## src/sv/dsd_pkg.sv

```systemverilog
`timescale 1ns / 1ps
`default_nettype none

package dsd_pkg;

   localparam int YearW   = 14;
   localparam int MonthW  = 4;
   localparam int DayW    = 5;
   localparam int CountW  = 16;
   localparam int StatusW = 2;

   localparam logic [YearW-1:0]   YearMax   = YearW'(9999);
   localparam logic [YearW-1:0]   YearCycle = YearW'(400);
   localparam logic [MonthW-1:0]  MonthJan  = MonthW'(1);
   localparam logic [MonthW-1:0]  MonthFeb  = MonthW'(2);
   localparam logic [MonthW-1:0]  MonthDec  = MonthW'(12);

   // Result status codes.
   localparam logic [StatusW-1:0] StatusOk       = 2'd0;
   localparam logic [StatusW-1:0] StatusBadDate  = 2'd1;
   localparam logic [StatusW-1:0] StatusBadRange = 2'd2;

   // Controller states, one-hot.
   typedef enum logic [4:0] {
      ST_IDLE   = 5'b00001,
      ST_REDUCE = 5'b00010,
      ST_WALK   = 5'b00100,
      ST_DONE   = 5'b01000,
      ST_HOLD   = 5'b10000
   } state_type;

   // Commands from the controller to the datapath.
   typedef struct packed {
      logic load;
      logic reduce;
      logic step;
      logic finish;
   } cmd_type;

   // Status from the datapath to the controller.
   typedef struct packed {
      logic reduce_more;
      logic invalid;
      logic walk_more;
      logic range_bad;
   } stat_type;

   // A year is a leap year from its remainder modulo 400.
   function automatic logic leap_of(input logic [YearW-1:0] yrem);
      leap_of = (yrem[1:0] == 2'b00) && (yrem != YearW'(100)) &&
                (yrem != YearW'(200)) && (yrem != YearW'(300));
   endfunction

   // Length of a month; months outside 1..12 read as 31.
   function automatic logic [DayW-1:0] month_len(input logic leap,
                                                 input logic [MonthW-1:0] month);
      logic [DayW-1:0] len;
      len = DayW'(31);
      case (month)
         MonthFeb: len = leap ? DayW'(29) : DayW'(28);
         4'd4:    len = DayW'(30);
         4'd6:    len = DayW'(30);
         4'd9:    len = DayW'(30);
         4'd11:   len = DayW'(30);
         default: len = DayW'(31);
      endcase
      month_len = len;
   endfunction

endpackage

`default_nettype wire

```

## src/sv/dsd_ctrl.sv

```systemverilog
`timescale 1ns / 1ps
`default_nettype none

module dsd_ctrl (
   input  wire logic              clock,
   input  wire logic              reset,
   input  wire logic              req_tvalid,
   output logic                   req_tready,
   output logic                   rsp_tvalid,
   input  wire logic              rsp_tready,
   input  wire dsd_pkg::stat_type stat,
   output dsd_pkg::cmd_type       cmd
);

   dsd_pkg::state_type state_ff, state_in;
   logic               rsp_valid_ff, rsp_valid_in;
   logic               out_free;

   // The output register can take a new result when empty or being drained.
   assign out_free   = !rsp_valid_ff || rsp_tready;
   assign req_tready = (state_ff == dsd_pkg::ST_IDLE);
   assign rsp_tvalid = rsp_valid_ff;

   // Next state and datapath commands.
   always_comb begin
      state_in   = state_ff;
      cmd        = '0;
      case (state_ff)
         dsd_pkg::ST_IDLE: begin
            if (req_tvalid) begin
               cmd.load = 1'b1;
               state_in = dsd_pkg::ST_REDUCE;
            end
         end
         dsd_pkg::ST_REDUCE: begin
            if (stat.reduce_more) begin
               cmd.reduce = 1'b1;
            end else begin
               state_in = dsd_pkg::ST_WALK;
            end
         end
         dsd_pkg::ST_WALK: begin
            if (stat.invalid || stat.range_bad || !stat.walk_more) begin
               state_in = dsd_pkg::ST_DONE;
            end else begin
               cmd.step = 1'b1;
            end
         end
         dsd_pkg::ST_DONE: begin
            if (out_free) begin
               cmd.finish = 1'b1;
               state_in   = dsd_pkg::ST_IDLE;
            end else begin
               state_in = dsd_pkg::ST_HOLD;
            end
         end
         dsd_pkg::ST_HOLD: begin
            if (out_free) begin
               cmd.finish = 1'b1;
               state_in   = dsd_pkg::ST_IDLE;
            end
         end
         default: begin
            state_in = dsd_pkg::ST_IDLE;
         end
      endcase
   end

   // The result valid flag is set when a result is written and cleared when taken.
   always_comb begin
      rsp_valid_in = rsp_valid_ff;
      if (rsp_valid_ff && rsp_tready) begin
         rsp_valid_in = 1'b0;
      end
      if (cmd.finish) begin
         rsp_valid_in = 1'b1;
      end
   end

   always_ff @(posedge clock) begin
      if (reset) begin
         state_ff     <= dsd_pkg::ST_IDLE;
         rsp_valid_ff <= 1'b0;
      end else begin
         state_ff     <= state_in;
         rsp_valid_ff <= rsp_valid_in;
      end
   end

endmodule

`default_nettype wire

```

## src/sv/dsd_datapath.sv

```systemverilog
`timescale 1ns / 1ps
`default_nettype none

module dsd_datapath (
   input  wire logic                          clock,
   input  wire dsd_pkg::cmd_type              cmd,
   output dsd_pkg::stat_type                  stat,
   input  wire logic                          in_back,
   input  wire logic [dsd_pkg::YearW-1:0]     in_year,
   input  wire logic [dsd_pkg::MonthW-1:0]    in_month,
   input  wire logic [dsd_pkg::DayW-1:0]      in_day,
   input  wire logic [dsd_pkg::CountW-1:0]    in_count,
   output logic      [dsd_pkg::YearW-1:0]     res_year,
   output logic      [dsd_pkg::MonthW-1:0]    res_month,
   output logic      [dsd_pkg::DayW-1:0]      res_day,
   output logic      [dsd_pkg::StatusW-1:0]   res_status
);

   logic                          back_ff, back_in;
   logic [dsd_pkg::YearW-1:0]     year_ff, year_in;
   logic [dsd_pkg::YearW-1:0]     yrem_ff, yrem_in;
   logic [dsd_pkg::MonthW-1:0]    month_ff, month_in;
   logic [dsd_pkg::DayW-1:0]      day_ff, day_in;
   logic [dsd_pkg::CountW-1:0]    count_ff, count_in;
   logic                          bad_ff, bad_in;
   logic [dsd_pkg::YearW-1:0]     ryear_ff, ryear_in;
   logic [dsd_pkg::MonthW-1:0]    rmonth_ff, rmonth_in;
   logic [dsd_pkg::DayW-1:0]      rday_ff, rday_in;
   logic [dsd_pkg::StatusW-1:0]   rstat_ff, rstat_in;

   logic [dsd_pkg::DayW-1:0]      len_cur;
   logic [dsd_pkg::DayW-1:0]      room;
   logic [dsd_pkg::YearW-1:0]     yrem_prev;
   logic [dsd_pkg::MonthW-1:0]    month_prev;
   logic [dsd_pkg::YearW-1:0]     yrem_back;

   // Length of the current month and the days left in it after the current day.
   assign len_cur = dsd_pkg::month_len(dsd_pkg::leap_of(yrem_ff), month_ff);
   assign room    = len_cur - day_ff;

   // Status toward the controller.
   assign stat.reduce_more = (yrem_ff >= dsd_pkg::YearCycle);
   assign stat.invalid     = (year_ff > dsd_pkg::YearMax) || (month_ff == '0) ||
                             (month_ff > dsd_pkg::MonthDec) || (day_ff == '0) ||
                             (day_ff > len_cur);
   assign stat.walk_more   = back_ff ? (count_ff >= dsd_pkg::CountW'(day_ff))
                                     : (count_ff > dsd_pkg::CountW'(room));
   assign stat.range_bad   = bad_ff;

   // Year remainder and month after a backward step into the previous month.
   assign yrem_prev  = (yrem_ff == '0) ? (dsd_pkg::YearCycle - dsd_pkg::YearW'(1))
                                       : (yrem_ff - dsd_pkg::YearW'(1));
   assign month_prev = (month_ff <= dsd_pkg::MonthJan) ? dsd_pkg::MonthDec
                                                       : (month_ff - dsd_pkg::MonthW'(1));
   assign yrem_back  = (month_ff <= dsd_pkg::MonthJan) ? yrem_prev : yrem_ff;

   // Working registers: load, year reduction, and one month per step.
   always_comb begin
      back_in  = back_ff;
      year_in  = year_ff;
      yrem_in  = yrem_ff;
      month_in = month_ff;
      day_in   = day_ff;
      count_in = count_ff;
      bad_in   = bad_ff;
      if (cmd.load) begin
         back_in  = in_back;
         year_in  = in_year;
         yrem_in  = in_year;
         month_in = in_month;
         day_in   = in_day;
         count_in = in_count;
         bad_in   = 1'b0;
      end else if (cmd.reduce) begin
         yrem_in = yrem_ff - dsd_pkg::YearCycle;
      end else if (cmd.step) begin
         if (!back_ff) begin
            // Forward: consume the rest of this month and move to day 1 of the next.
            count_in = count_ff - dsd_pkg::CountW'(room) - dsd_pkg::CountW'(1);
            day_in   = dsd_pkg::DayW'(1);
            if (month_ff == dsd_pkg::MonthDec) begin
               month_in = dsd_pkg::MonthJan;
               year_in  = year_ff + dsd_pkg::YearW'(1);
               yrem_in  = (yrem_ff == dsd_pkg::YearCycle - dsd_pkg::YearW'(1)) ?
                          '0 : (yrem_ff + dsd_pkg::YearW'(1));
               if (year_ff >= dsd_pkg::YearMax) begin
                  bad_in = 1'b1;
               end
            end else begin
               month_in = month_ff + dsd_pkg::MonthW'(1);
            end
         end else begin
            // Backward: consume the days up to this one and land on the last of the prior month.
            count_in = count_ff - dsd_pkg::CountW'(day_ff);
            month_in = month_prev;
            yrem_in  = yrem_back;
            day_in   = dsd_pkg::month_len(dsd_pkg::leap_of(yrem_back), month_prev);
            if (month_ff <= dsd_pkg::MonthJan) begin
               if (year_ff == '0) begin
                  bad_in = 1'b1;
               end else begin
                  year_in = year_ff - dsd_pkg::YearW'(1);
               end
            end
         end
      end
   end

   // Result register, written once the walk has ended.
   always_comb begin
      ryear_in  = ryear_ff;
      rmonth_in = rmonth_ff;
      rday_in   = rday_ff;
      rstat_in  = rstat_ff;
      if (cmd.finish) begin
         if (bad_ff) begin
            ryear_in  = '0;
            rmonth_in = '0;
            rday_in   = '0;
            rstat_in  = dsd_pkg::StatusBadRange;
         end else if (stat.invalid) begin
            ryear_in  = '0;
            rmonth_in = '0;
            rday_in   = '0;
            rstat_in  = dsd_pkg::StatusBadDate;
         end else begin
            ryear_in  = year_ff;
            rmonth_in = month_ff;
            rday_in   = back_ff ? (day_ff - count_ff[dsd_pkg::DayW-1:0])
                                : (day_ff + count_ff[dsd_pkg::DayW-1:0]);
            rstat_in  = dsd_pkg::StatusOk;
         end
      end
   end

   always_ff @(posedge clock) begin
      back_ff   <= back_in;
      year_ff   <= year_in;
      yrem_ff   <= yrem_in;
      month_ff  <= month_in;
      day_ff    <= day_in;
      count_ff  <= count_in;
      bad_ff    <= bad_in;
      ryear_ff  <= ryear_in;
      rmonth_ff <= rmonth_in;
      rday_ff   <= rday_in;
      rstat_ff  <= rstat_in;
   end

   assign res_year   = ryear_ff;
   assign res_month  = rmonth_ff;
   assign res_day    = rday_ff;
   assign res_status = rstat_ff;

endmodule

`default_nettype wire

```

## src/sv/date_shift_by_days_core.sv

```systemverilog
`timescale 1ns / 1ps
`default_nettype none

// Gregorian date shift: a request carries a start date, a day count and a
// direction (tuser 0 moves forward, 1 moves back), and one response returns
// the resulting date with a status (0 ok, 1 invalid start date, 2 result year
// outside 0..9999; the date fields are zero when the status is not ok).
// Requests are handled one at a time. After acceptance the year is first
// reduced modulo 400 by repeated subtraction, one subtraction per cycle (up to
// 24 subtractions for years up to 9999, 40 for the largest 14-bit value), then
// the walk advances one whole month per cycle. The walk then ends and the
// response register is written once the output is free; a new request is
// accepted as soon as that register is written, even while the previous
// response still waits to be taken.
module date_shift_by_days_core (
   input  wire logic        clock,
   input  wire logic        reset,
   input  wire logic        req_tvalid,
   output logic             req_tready,
   // start_year[13:0], start_month[17:14], start_day[22:18], day_count[38:23], zero[39]
   input  wire logic [39:0] req_tdata,
   // action[0]
   input  wire logic [0:0]  req_tuser,
   output logic             rsp_tvalid,
   input  wire logic        rsp_tready,
   // result_year[13:0], result_month[17:14], result_day[22:18], status[24:23], zero[31:25]
   output logic [31:0]      rsp_tdata
);

   dsd_pkg::cmd_type                    cmd;
   dsd_pkg::stat_type                   stat;
   logic [dsd_pkg::YearW-1:0]           res_year;
   logic [dsd_pkg::MonthW-1:0]          res_month;
   logic [dsd_pkg::DayW-1:0]            res_day;
   logic [dsd_pkg::StatusW-1:0]         res_status;

   dsd_ctrl u_ctrl (
      .clock      (clock),
      .reset      (reset),
      .req_tvalid (req_tvalid),
      .req_tready (req_tready),
      .rsp_tvalid (rsp_tvalid),
      .rsp_tready (rsp_tready),
      .stat       (stat),
      .cmd        (cmd)
   );

   dsd_datapath u_datapath (
      .clock      (clock),
      .cmd        (cmd),
      .stat       (stat),
      .in_back    (req_tuser[0]),
      .in_year    (req_tdata[13:0]),
      .in_month   (req_tdata[17:14]),
      .in_day     (req_tdata[22:18]),
      .in_count   (req_tdata[38:23]),
      .res_year   (res_year),
      .res_month  (res_month),
      .res_day    (res_day),
      .res_status (res_status)
   );

   // Pack the response fields.
   assign rsp_tdata = {7'b0, res_status, res_day, res_month, res_year};

   // The status code is never the unused value.
   assert property (@(posedge clock) disable iff (reset)
      rsp_tvalid |-> (res_status <= dsd_pkg::StatusBadRange))
      else $error("response status holds an unused code");

   // A good response carries a month in 1..12, a nonzero day and a year up to 9999.
   assert property (@(posedge clock) disable iff (reset)
      (rsp_tvalid && res_status == dsd_pkg::StatusOk) |->
         (res_month != '0 && res_month <= dsd_pkg::MonthDec && res_day != '0 &&
          res_year <= dsd_pkg::YearMax))
      else $error("ok response with an impossible date");

   // A failed response carries zero date fields.
   assert property (@(posedge clock) disable iff (reset)
      (rsp_tvalid && res_status != dsd_pkg::StatusOk) |->
         (res_year == '0 && res_month == '0 && res_day == '0))
      else $error("failed response with nonzero date fields");

   // After a request is accepted, no further request is taken in the next cycle.
   assert property (@(posedge clock) disable iff (reset)
      (req_tvalid && req_tready) |=> !req_tready)
      else $error("request taken while one is still in work");

endmodule

`default_nettype wire

```

## config.mk

```make
export PLATFORM = sky130hd
export DESIGN_NAME = date_shift_by_days_core
export DESIGN_NICKNAME = d
export VERILOG_FILES = /design/src/sv/dsd_pkg.sv /design/src/sv/dsd_ctrl.sv /design/src/sv/dsd_datapath.sv /design/src/sv/date_shift_by_days_core.sv
export SDC_FILE = /design/constraint.sdc
export NUM_CORES = 1
export LEC_CHECK = 0
export ABC_AREA = 1
export BUFFER_PORTS_ARGS = -buffer_cell sky130_fd_sc_hd__buf_2
export CAP_MARGIN = 10
export CORE_ASPECT_RATIO = 1.75
export CORE_UTILIZATION = 65
export CTS_CLUSTER_SIZE = 10
export DETAILED_ROUTE_END_ITERATION = 8
export PLACE_DENSITY = 0.88
export SYNTH_ARGS = -nofsm -noshare
export SYNTH_HDL_FRONTEND = slang
export SYNTH_HIERARCHICAL = 1
export SYNTH_SLANG_ARGS = --single-unit
```

## constraint.sdc

```tcl
create_clock -name clock -period 14.8 [get_ports clock]
set_input_delay 1.48 -clock clock [delete_from_list [all_inputs] [get_ports clock]]
set_output_delay 1.48 -clock clock [all_outputs]
set_load 0.05 [all_outputs]
```

Word level (Yosys, flattened, before mapping)
Cells that the tools add are included.
{"block": "op_classes", "add_sub_neg": 13, "n_lt_le_gt_ge": 8, "eq_ne": 32, "muxes": 57, "bitwise": 1, "n_reduce_logical": 38}
{"op": "two-way mux 14 bit", "count": 15}
{"op": "two-way mux 16 bit", "count": 4}
{"op": "two-way mux 5 bit", "count": 10}
{"op": "subtractor 16 x 5 -> 16 bit", "count": 2}
{"op": "adder 14 x 1 -> 14 bit, second input constant", "count": 2}
{"op": "logical NOT 14 bit", "count": 2}
{"op": "!= test 14 x 7 -> 1 bit, second input constant", "count": 2}
{"op": "!= test 14 x 8 -> 1 bit, second input constant", "count": 2}
{"op": "!= test 14 x 9 -> 1 bit, second input constant", "count": 2}
{"op": "subtractor 14 x 1 -> 14 bit, second input constant", "count": 2}
{"op": "case mux 5 bit (5 select lines)", "count": 1}
{"op": "two-way mux 4 bit", "count": 6}
{"op": "== test 4 bit, second input constant", "count": 5}
{"op": "case mux 5 bit (2 select lines)", "count": 2}
{"op": "two-way mux 1 bit", "count": 19}
{"op": "== test 4 x 3 -> 1 bit, second input constant", "count": 4}
{"op": ">= comparator 16 x 5 -> 1 bit", "count": 1}
{"op": "> comparator 16 x 5 -> 1 bit", "count": 1}
{"op": "subtractor 16 x 1 -> 16 bit, second input constant", "count": 1}
{"op": "== test 14 x 9 -> 1 bit, second input constant", "count": 1}
{"op": ">= comparator 14 bit, second input constant", "count": 1}
{"op": ">= comparator 14 x 9 -> 1 bit, second input constant", "count": 1}
{"op": "> comparator 14 bit, second input constant", "count": 1}
{"op": "subtractor 14 x 9 -> 14 bit, second input constant", "count": 1}
{"op": "other kinds (32)", "count": 61}
{"block": "word_totals", "register_bits": 86, "input_bits": 45, "word_cells": 162}

Logic depth before layout (Yosys ltp)
Gate-level depths: netlist of run 1.
{"block": "logic_depth", "word_depth": 16, "depth_mapped": 27, "mapped_depth_nobuf": 26}

Modules after synthesis
The synthesis of run 1 kept the hierarchy.
{"module": "dsd_datapath", "n_inst": 1, "cells_per_inst": 898, "area_per_inst_um2": 6735.2, "seq_area_each_um2": 2392.3}
{"module": "dsd_ctrl", "n_inst": 1, "cells_per_inst": 55, "area_per_inst_um2": 379.1, "seq_area_each_um2": 120.1}
{"module": "date_shift_by_days_core", "n_inst": 1, "cells_per_inst": 8, "area_per_inst_um2": 56.3, "seq_area_each_um2": 0.0}

Worst setup path after synthesis of run 1
Ideal clock, no wire load.
{"block": "synth_timing", "path_type": "flip-flop to flip-flop", "from": "register u_datapath/yrem_ff[4] in the netlist's numbering", "to": "register u_datapath/year_ff[0] in the netlist's numbering (enable)", "setup_ns": 0.390, "arrival_ns": 6.217, "required_time_ns": 14.410, "path_slack_ns": 8.193, "path_stages_with_launch": 26, "n_path_buf": 1, "synth_period_minus_slack_ns": 6.607, "path_cell_list": "edfxtp_1 -> clkbuf_2 -> inv_1 -> ha_1 -> inv_1 -> nor3_1 -> a31oi_1 -> a32oi_1 -> ha_1 -> fa_1 -> ha_1 -> inv_1 -> nor2_1 -> nor2_1 -> o21ai_0 -> a21oi_1 -> a31oi_1 -> o32ai_1 -> nand3_1 -> nor3b_1 -> nand2_2 -> inv_1 -> inv_1 -> o21ai_0 -> nand2_1 -> a21oi_1"}
{"element": "start, declared", "line_no": "dsd_datapath.sv:21", "rtl": "logic [dsd_pkg::YearW-1:0] yrem_ff, yrem_in;"}
{"element": "start signal, assigned", "line_no": "dsd_datapath.sv:139", "rtl": "yrem_ff <= yrem_in;"}
{"element": "end signal, assigned", "line_no": "dsd_datapath.sv:138", "rtl": "year_ff <= year_in;"}
{"element": "end, declared", "line_no": "dsd_datapath.sv:20", "rtl": "logic [dsd_pkg::YearW-1:0] year_ff, year_in;"}

==> impl_metrics.json, run 1 <==
{
  "powerDensity_nw_per_um2": 123,
  "die_area_um2": 11500,
  "fin_crit_ns": 5.69,
  "cp-end-kind": "flip-flop",
  "overflow": 0,
  "ant_nets": 0,
  "hold-path-cell-count": 0,
  "hold_buffers": 0,
  "chipWidth_um": 81.4,
  "ys_seq_area_share_pct": 35.0,
  "antenna_found_initial": 0,
  "syn_to_final_growth_pct": 9.37,
  "fin_util_pct": 73.3,
  "max-slew-margin-rel_pct": 47.6,
  "max_freq_ghz": 0.176,
  "skew_ns": 0.0118,
  "cts_root_buffer": "clkbuf_16",
  "final_net_count": 1112,
  "final_common_cell": "nand2_1",
  "cts_buffers": 9,
  "r2r-end": "u_datapath/year_ff[8]",
  "initial_core_util_pct": 67.0,
  "grt_pass1_wl_um": 32100,
  "synth_cell_type_count": 53,
  "grt_max_degree": 49,
  "synth_cells": 961,
  "slew_violations": 0,
  "wl_per_cell_um": 17.5,
  "ctsHtreeMaxLevel": 3,
  "hold_viol": 0,
  "synth_top_area_share_pct": 33.1,
  "finalCritPeriodShare_pct": 38.5,
  "die_h_um": 141,
  "avgSynthCellArea_um2": 7.46,
  "grt_pass1_vias": 7030,
  "vias": 7053,
  "leakagePower_nw": 3.55,
  "hp-class": "flip-flop to flip-flop",
  "holdPathEnd": "u_datapath/res_status[1]",
  "rsz0062_at_grt": "no",
  "synth_async_sr_flop_share_pct": 0,
  "core_area_um2": 10700,
  "critical_path_arrival_ns": 5.74,
  "setup_viol": 0,
  "cp_slowest_stage_delay_ns": 0.52,
  "startpoint_type": "flip-flop",
  "cp_max_fo": 26,
  "post_cts_buffers": 0,
  "synth_seq_cells": 86,
  "worst_r2r_path_depth": 28,
  "synth_top_flop_cell": "edfxtp_1",
  "diodes": 0,
  "max_slew.worst_pin.slew_ns": 0.786,
  "grt_usage_pct": 37.1,
  "hpwl_um": 15100,
  "timing.rr.start": "u_datapath/month_ff[0]",
  "cts.sinks": 86,
  "nFillCells": 830,
  "mostFrequentLayoutCells": "nand2_1, inv_1, nor2_1, edfxtp_1, buf_2",
  "drc": 0,
  "cts_max_path_buffers": 2,
  "synthesis.area_um2": 7170,
  "yosys.area.top_type": "edfxtp_1",
  "r2r_slack_ns": 9.11,
  "clk_pin_slew_ns": 0.07,
  "gp_congestion": 0.965,
  "yosys_warnings": 6,
  "drive_above_1_share_pct": 14.6,
  "synth_area_leaders": "edfxtp_1, nand2_1, ha_1",
  "critical_path_class": "flip-flop to flip-flop",
  "cpMaxStageDelayCell": "edfxtp_1",
  "ctsResizeCount": 0,
  "rows": 50,
  "path_common_cell": "inv_1",
  "first_pass_iters": 5,
  "fin_setup_tns_ns": 0,
  "worstPathRequired_ns": 14.84,
  "status": "completed",
  "via_per_inst": 6.11,
  "max-vdd-ir-drop_uv": 76.5,
  "cts_tree": "built",
  "synth_edf_count": 79,
  "io_pins": 79,
  "maxCapViolCount": 0,
  "wl_um": 20200,
  "hold_path_startpoint": "u_datapath/bad_ff",
  "io_buffers": 70,
  "drt_iter0_markers": 524,
  "clk_latency_ns": 0.35
}
==> per-layer routing <==
| metal | vias up | global-route usage, % | wire length (um) |
|---|---|---|---|
| li1 | 3317 | - | - |
| met1 | 3250 | 38.0 | 6860 |
| met2 | 371 | 65.1 | 10700 |
| met3 | 115 | 6.34 | 1270 |
| met4 | 0 | 27.3 | 1360 |
| met5 | - | 0 | 0 |
==> metrics by stage <==
stage | hold slack (ns) | std cells | setup WS (ns) | power (mW) | instance area [um^2]
after CTS | 0.551 | 1154 | 9.29 | 0.952 | 7840
after floorplan | 0.454 | 967 | 8.19 | 0.631 | 7190
after detailed placement | 0.541 | 1138 | 9.30 | 0.727 | 7550
after global routing | 0.562 | 1154 | 8.75 | 1.02 | 7840
after global placement | 0.540 | 1138 | 9.41 | 0.713 | 7550
final | 0.560 | 1154 | 9.11 | 0.963 | 7840
==> worst max-delay path by stage <==
stage | from | to | slack [ns]
after floorplan | u_datapath/yrem_ff[4] | u_datapath/year_ff[0] | 8.19
after global placement | u_datapath/yrem_ff[4] | u_datapath/year_ff[11] | 9.41
after detailed placement | u_datapath/yrem_ff[4] | u_datapath/year_ff[10] | 9.30
after CTS | u_datapath/yrem_ff[4] | u_datapath/year_ff[2] | 9.29
after global routing | u_datapath/yrem_ff[4] | u_datapath/year_ff[5] | 8.75
final | u_datapath/month_ff[0] | u_datapath/year_ff[8] | 9.11
==> logic make-up after synthesis <==
family | after synthesis | share of synthesized area, %
and+or+nand+nor | 444 | 28.3
AOI/OAI and AO/OA | 180 | 14.3
buffers and inverters | 177 | 10.4
DFF | 86 | 35.0
adders and majority gates | 48 | 8.90
xor gates and xnor gates | 25 | 3.05
other | 1 | 0.0523
==> synthesized netlist by cell type (all sizes together), types with 2 or more instances <==
| cell | n |
|---|---|
| nor4 | 5 |
| nand3b | 2 |
| o2111ai | 3 |
| nor3 | 16 |
| edfxtp | 79 |
| xnor2 | 5 |
| xor2 | 20 |
| o21a | 2 |
| nand2 | 188 |
| o221ai | 4 |
| a21o | 2 |
| ha | 43 |
| o22ai | 6 |
| clkbuf | 15 |
| a31oi | 9 |
| o31ai | 2 |
| o311ai | 3 |
| a21oi | 56 |
| inv | 141 |
| buf | 21 |
| o21bai | 4 |
| nor2 | 144 |
| nand3 | 61 |
| nor3b | 2 |
| fa | 5 |
| o21ai | 77 |
| o211ai | 8 |
| dfxtp | 7 |
| nand4 | 22 |
| or2 | 3 |
==> area by class of cell <==
type                    instances  area [um^2]  area share [%]
inverters                     141          529            6.75
repair buffers                 77          403            5.14
flip-flops and latches         86         2510            32.0
multi-input cells             704         3950            50.3
well taps                     130          163            2.07
clock inverters                 7         62.6           0.798
clock buffers                   9          225            2.87
==> flip-flops by register name, indices dropped and copies added, names as in the netlist <==
signal,cells
u_datapath/count_ff,16
u_datapath/res_year,14
u_datapath/year_ff,14
u_datapath/yrem_ff,14
u_ctrl/state_ff,5
u_datapath/day_ff,5
u_datapath/res_day,5
u_datapath/month_ff,4
u_datapath/res_month,4
u_datapath/res_status,2
u_ctrl/rsp_tvalid,1
u_datapath/back_ff,1
u_datapath/bad_ff,1
==> critical path, delay by kind of cell (launching register included) <==
kind	cells	cell delay, ns
AND/OR/NAND/NOR	8	1.31
buffers and inverters	7	1.27
adder cells (fa/ha/maj)	4	1.16
AO/OA/AOI/OAI	9	1.13
flip-flops	1	0.52
==> power by group <==
| group | total, mW | leakage (nW) | internal (mW) | switching, mW |
|---|---|---|---|---|
| Sequential | 0.349 | 0.795 | 0.309 | 0.0397 |
| Combinational | 0.389 | 2.61 | 0.130 | 0.258 |
| Clock | 0.225 | 0.145 | 0.118 | 0.107 |
| Total | 0.963 | 3.55 | 0.558 | 0.405 |
(Power assumes the default switching activity.)
==> run 2, diff against run 1 <==
Settings changed: CORE_UTILIZATION 65 to 60, PLACE_DENSITY 0.88 to 0.82.
Clock period 14.8 ns to 5.53 ns, I/O delays scaled along.
==> run 2 against run 1 <==
Effect of this change:
- the flow now finishes with violations (DRC)
- clock-buffer cell count stayed put
- utilization is 5.1 points lower
- via count is 1.0% lower
- first-iteration DRC count is 12% lower
- largest cell class unchanged
- register-to-register slack worse by 8.7 ns
- hold slack worse by 0.17 ns
- global-route usage is 4.2 points lower
==> impl_metrics.json, run 2 (synthesized netlist as in run 1, its figures left out) <==
{
  "ctsResizeCount": 0,
  "initial_core_util_pct": 61.9,
  "hold_viol": 0,
  "clk_pin_slew_ns": 0.06,
  "startpoint_type": "flip-flop",
  "maxCapViolCount": 0,
  "skew_ns": 0.00901,
  "fin_setup_tns_ns": 0,
  "finalCritPeriodShare_pct": 93.0,
  "ant_nets": 0,
  "overflow": 0,
  "syn_to_final_growth_pct": 10.1,
  "multi_input_area_um2": 3950,
  "powerDensity_nw_per_um2": 333,
  "status": "finished, violations left",
  "worstPathRequired_ns": 5.57,
  "rows": 52,
  "final_common_cell": "nand2_1",
  "fin_crit_ns": 5.14,
  "hpwl_um": 15300,
  "critical_path_class": "flip-flop to flip-flop",
  "cts_tree": "built",
  "first_pass_iters": 7,
  "violations": "DRC",
  "wl_um": 20000,
  "nFillCells": 1041,
  "cts_root_buffer": "clkbuf_16",
  "place_area_um2": 7570,
  "final_net_count": 1113,
  "rsz0062_at_grt": "no",
  "vias": 6982,
  "cpMaxStageDelayCell": "edfxtp_1",
  "regArea_um2": 2510,
  "chipWidth_um": 84.6,
  "hold_path_startpoint": "req_tuser",
  "via_per_inst": 6.02,
  "max-vdd-ir-drop_uv": 232,
  "drc": 2,
  "top_register": "u_datapath/count_ff",
  "grt_pass1_wl_um": 31400,
  "fin_util_pct": 68.2,
  "max_slew.worst_pin.slew_ns": 0.829,
  "die_h_um": 147,
  "cts_max_path_buffers": 2,
  "pre_cts_ws_ns": 0.561,
  "die_area_um2": 12400,
  "crit_start": "u_datapath/yrem_ff[5]",
  "clk_latency_ns": 0.35,
  "hp-class": "input port to flip-flop",
  "max-slew-margin-rel_pct": 44.7,
  "grt_pass1_vias": 6665,
  "timing.rr.start": "u_datapath/yrem_ff[5]",
  "diodes": 0,
  "io_buffers": 70,
  "cts_buffers": 9,
  "cp-end-kind": "flip-flop",
  "path_common_cell": "inv_1",
  "post_cts_buffers": 0,
  "core_area_um2": 11600,
  "setup_ws_ns": 0.390,
  "grt_usage_pct": 32.9,
  "leakagePower_nw": 3.57,
  "mostFrequentLayoutCells": "nand2_1, inv_1, nor2_1, edfxtp_1, buf_2",
  "cp_max_fo": 14,
  "drt_iter0_markers": 460,
  "final_area_um2": 7900,
  "wl_per_cell_um": 17.2,
  "largest_reg_flops": 16,
  "gp_congestion": 0.965,
  "grt_max_degree": 45,
  "setup_viol": 0,
  "hold_buffers": 0,
  "critical_path_arrival_ns": 5.18,
  "cts.sinks": 86,
  "ctsHtreeMaxLevel": 3,
  "drive_above_1_share_pct": 14.5,
  "slew_violations": 0,
  "antenna_found_initial": 0,
  "io_pins": 79,
  "cp_slowest_stage_delay_ns": 0.54,
  "max_freq_ghz": 0.195
}
[run 2: metal layers]
layer | up-vias | global-route usage [%] | wire length [um]
met5 | - | 0 | 0
met4 | 0 | 22.4 | 1330
met3 | 101 | 4.07 | 1160
met2 | 323 | 61.4 | 10600
met1 | 3224 | 33.3 | 6880
li1 | 3334 | - | -
[run 2: worst max-delay path: cells and delay by family, from the launching register on]
| family | cells | cell delay, ns |
|---|---|---|
| adders and majority gates | 4 | 1.24 |
| AOI/OAI and AO/OA | 8 | 1.16 |
| DFF | 1 | 0.54 |
| and+or+nand+nor | 7 | 1.14 |
| buffers and inverters | 6 | 0.73 |
[run 2: path summary, 6_finish.rpt]
check	endpoint	slack, ns	cells after the start
hold / removal	u_datapath/back_ff	0.39	1
hold reg to reg	u_ctrl/state_ff[4]	0.56	2
setup / recovery	u_datapath/year_ff[4]	0.39	25
setup reg to reg	u_datapath/year_ff[4]	0.39	25
[run 2: power breakdown]
part,internal (mW),total (mW),switching (mW)
registers,0.828,0.923,0.0948
logic,0.349,1.03,0.680
clock network,0.403,0.678,0.276
[run 2: through the flow]
| stage | power, mW | instances | hold WS (ns) |
|---|---|---|---|
| after global placement | 1.92 | 1144 | 0.542 |
| after detailed placement | 1.94 | 1144 | 0.542 |
| after floorplan | 1.69 | 967 | 0.454 |
| after global routing | 2.78 | 1160 | 0.380 |
| after CTS | 2.62 | 1160 | 0.383 |
| final | 2.63 | 1160 | 0.386 |
[run 2: final cells by class]
cell class                      count  area share (%)
Multi-Input combinational cell    704            50.0
Sequential cell                    86            31.8
Inverter                          141            6.70
Timing Repair Buffer               78            5.20
Clock buffer                        9            2.85
Tap cell                          135            2.14
Clock inverter                      7            1.28
==> run 3, diff against run 2 <==
Settings changed: REMOVE_ABC_BUFFERS set to 1.
==> run 3 against run 2 <==
Effect of this change:
- clock power decreased by 2%
- critical path depth stayed put
- setup slack improved by 0.29 ns
- via count is 0.73% lower
- largest power group unchanged
- clock-buffer cell count is 2 higher
- critical endpoint is now u_datapath/year_ff[13]
- sequential cell count is the same
- fmax is 6.1% higher
- combinational power hardly changed
- sequential share of layout area grew 0.071 points
- critical path type unchanged
- routed wire length increased by 5.5%
- the run now ends clean
- clock skew rose by 0.00088 ns
==> impl_metrics.json, run 3 (synthesized netlist as in run 1, its figures left out) <==
{
  "fin_setup_tns_ns": 0,
  "first_pass_iters": 7,
  "vias": 6931,
  "rows": 52,
  "ctsResizeCount": 0,
  "startpoint_type": "flip-flop",
  "rsz0062_at_grt": "no",
  "hold_path_startpoint": "req_tuser",
  "gp_congestion": 0.992,
  "post_cts_buffers": 0,
  "fin_crit_ns": 4.85,
  "final_common_cell": "nand2_1",
  "overflow": 0,
  "placed_cells": 1143,
  "pre_cts_ws_ns": 0.796,
  "slew_violations": 0,
  "max_slew.worst_pin.slew_ns": 0.999,
  "maxCapViolCount": 0,
  "clk_pin_slew_ns": 0.07,
  "leakagePower_nw": 3.57,
  "cts_max_path_buffers": 2,
  "hpwl_um": 16000,
  "grt_max_degree": 30,
  "place_area_um2": 7560,
  "hold-path-cell-count": 1,
  "critical_path_arrival_ns": 4.89,
  "io_pins": 79,
  "die_area_um2": 12400,
  "cts.sinks": 86,
  "via_per_inst": 5.98,
  "cp-end-kind": "flip-flop",
  "powerDensity_nw_per_um2": 333,
  "r2r_slack_ns": 0.68,
  "max_freq_ghz": 0.206,
  "chipWidth_um": 84.6,
  "cts_root_buffer": "clkbuf_16",
  "grt_pass1_wl_um": 33500,
  "drive_above_1_share_pct": 14.6,
  "cp_max_fo": 14,
  "finalNonFillerCells": 1159,
  "skew_ns": 0.00989,
  "drc": 0,
  "timing.rr.start": "u_datapath/month_ff[0]",
  "max-vdd-ir-drop_uv": 202,
  "r2r-end": "u_datapath/year_ff[13]",
  "hp-class": "input port to flip-flop",
  "hold_viol": 0,
  "setup_viol": 0,
  "top_register": "u_datapath/count_ff",
  "max-slew-margin-rel_pct": 33.4,
  "final_net_count": 1112,
  "worstPathRequired_ns": 5.58,
  "ctsHtreeMaxLevel": 3,
  "setup_ws_ns": 0.684,
  "core_area_um2": 11600,
  "largest_reg_flops": 16,
  "final_area_um2": 7880,
  "antenna_found_initial": 0,
  "status": "completed",
  "worst_r2r_path_depth": 25,
  "finalCritPeriodShare_pct": 87.6,
  "io_buffers": 70,
  "critical_path_class": "flip-flop to flip-flop",
  "grt_pass1_vias": 6973,
  "nFillCells": 1032,
  "grt_usage_pct": 35.5,
  "fin_util_pct": 68.0,
  "wl_um": 21100,
  "cts_buffers": 9,
  "hold_buffers": 0,
  "holdPathEnd": "u_datapath/back_ff",
  "initial_core_util_pct": 61.9,
  "syn_to_final_growth_pct": 9.86,
  "mostFrequentLayoutCells": "nand2_1, inv_1, nor2_1, edfxtp_1, buf_2",
  "die_h_um": 147,
  "drt_iter0_markers": 464,
  "wl_per_cell_um": 18.2,
  "diodes": 0,
  "ant_nets": 0,
  "clk_latency_ns": 0.35,
  "cts_tree": "built"
}
-- run 3: per-layer routing --
metal,up-vias,wire (um),track usage (%)
met1,3162,7210,35.7
met5,-,0,0
met3,119,1210,4.52
met2,317,10900,63.9
met4,0,1750,29.6
li1,3333,-,-
-- run 3: cell type report --
class / instances / area (um^2) / share of cell area, %
multi-input combinational: 704 / 3950 / 50.1
sequential: 86 / 2510 / 31.9
inverter: 141 / 529 / 6.72
timing repair buffer: 77 / 403 / 5.11
clock buffer: 11 / 253 / 3.21
tap: 135 / 169 / 2.14
clock inverter: 5 / 63.8 / 0.810
-- run 3: how the worst max path moves through the flow --
| stage | start | end | slack (ns) | cells past startpoint |
|---|---|---|---|---|
| 3_5_place_dp | u_datapath/month_ff[0] | u_datapath/year_ff[9] | 0.80 | 25 |
| 4_1_cts | u_datapath/month_ff[0] | u_datapath/year_ff[13] | 0.73 | 25 |
| 5_1_grt | u_datapath/month_ff[0] | u_datapath/year_ff[13] | 0.23 | 25 |
| 6_report | u_datapath/month_ff[0] | u_datapath/year_ff[13] | 0.68 | 25 |
| 2_1_floorplan | u_datapath/month_ff[0] | u_datapath/year_ff[0] | -1.08 | 24 |
| 3_3_place_gp | u_datapath/yrem_ff[4] | u_datapath/year_ff[7] | 0.85 | 24 |
-- run 3: worst max-delay path: stages, from the launching register on --
cell and delay [ns]:
edfxtp_1 0.50, inv_1 0.24, ha_1 0.22, nand2_1 0.10, inv_1 0.12, nand2_1 0.06, a31oi_1 0.15, a32oi_1 0.08
ha_1 0.21, fa_1 0.41, xor2_1 0.17, ha_1 0.36, nand2_1 0.10, o21ai_0 0.28, a21oi_1 0.11, a31oi_1 0.15
o32ai_1 0.09, nand3_1 0.08, nor3b_1 0.25, nand2_2 0.12, inv_1 0.08, inv_1 0.06, o21ai_2 0.12, nand2_1 0.08
a21oi_1 0.13, buf_4 0.25
-- run 3: metrics by stage --
step / hold slack, ns / power [mW]
after CTS: 0.371 / 2.60
after global placement: 0.492 / 1.92
after global routing: 0.368 / 2.79
final: 0.376 / 2.63
after floorplan: 0.454 / 1.66
after detailed placement: 0.500 / 1.95
-- run 3: report_power, final --
group / switching (mW) / internal (mW)
clock: 0.282 / 0.381
combinational: 0.683 / 0.348
sequential: 0.103 / 0.828
total: 1.07 / 1.56
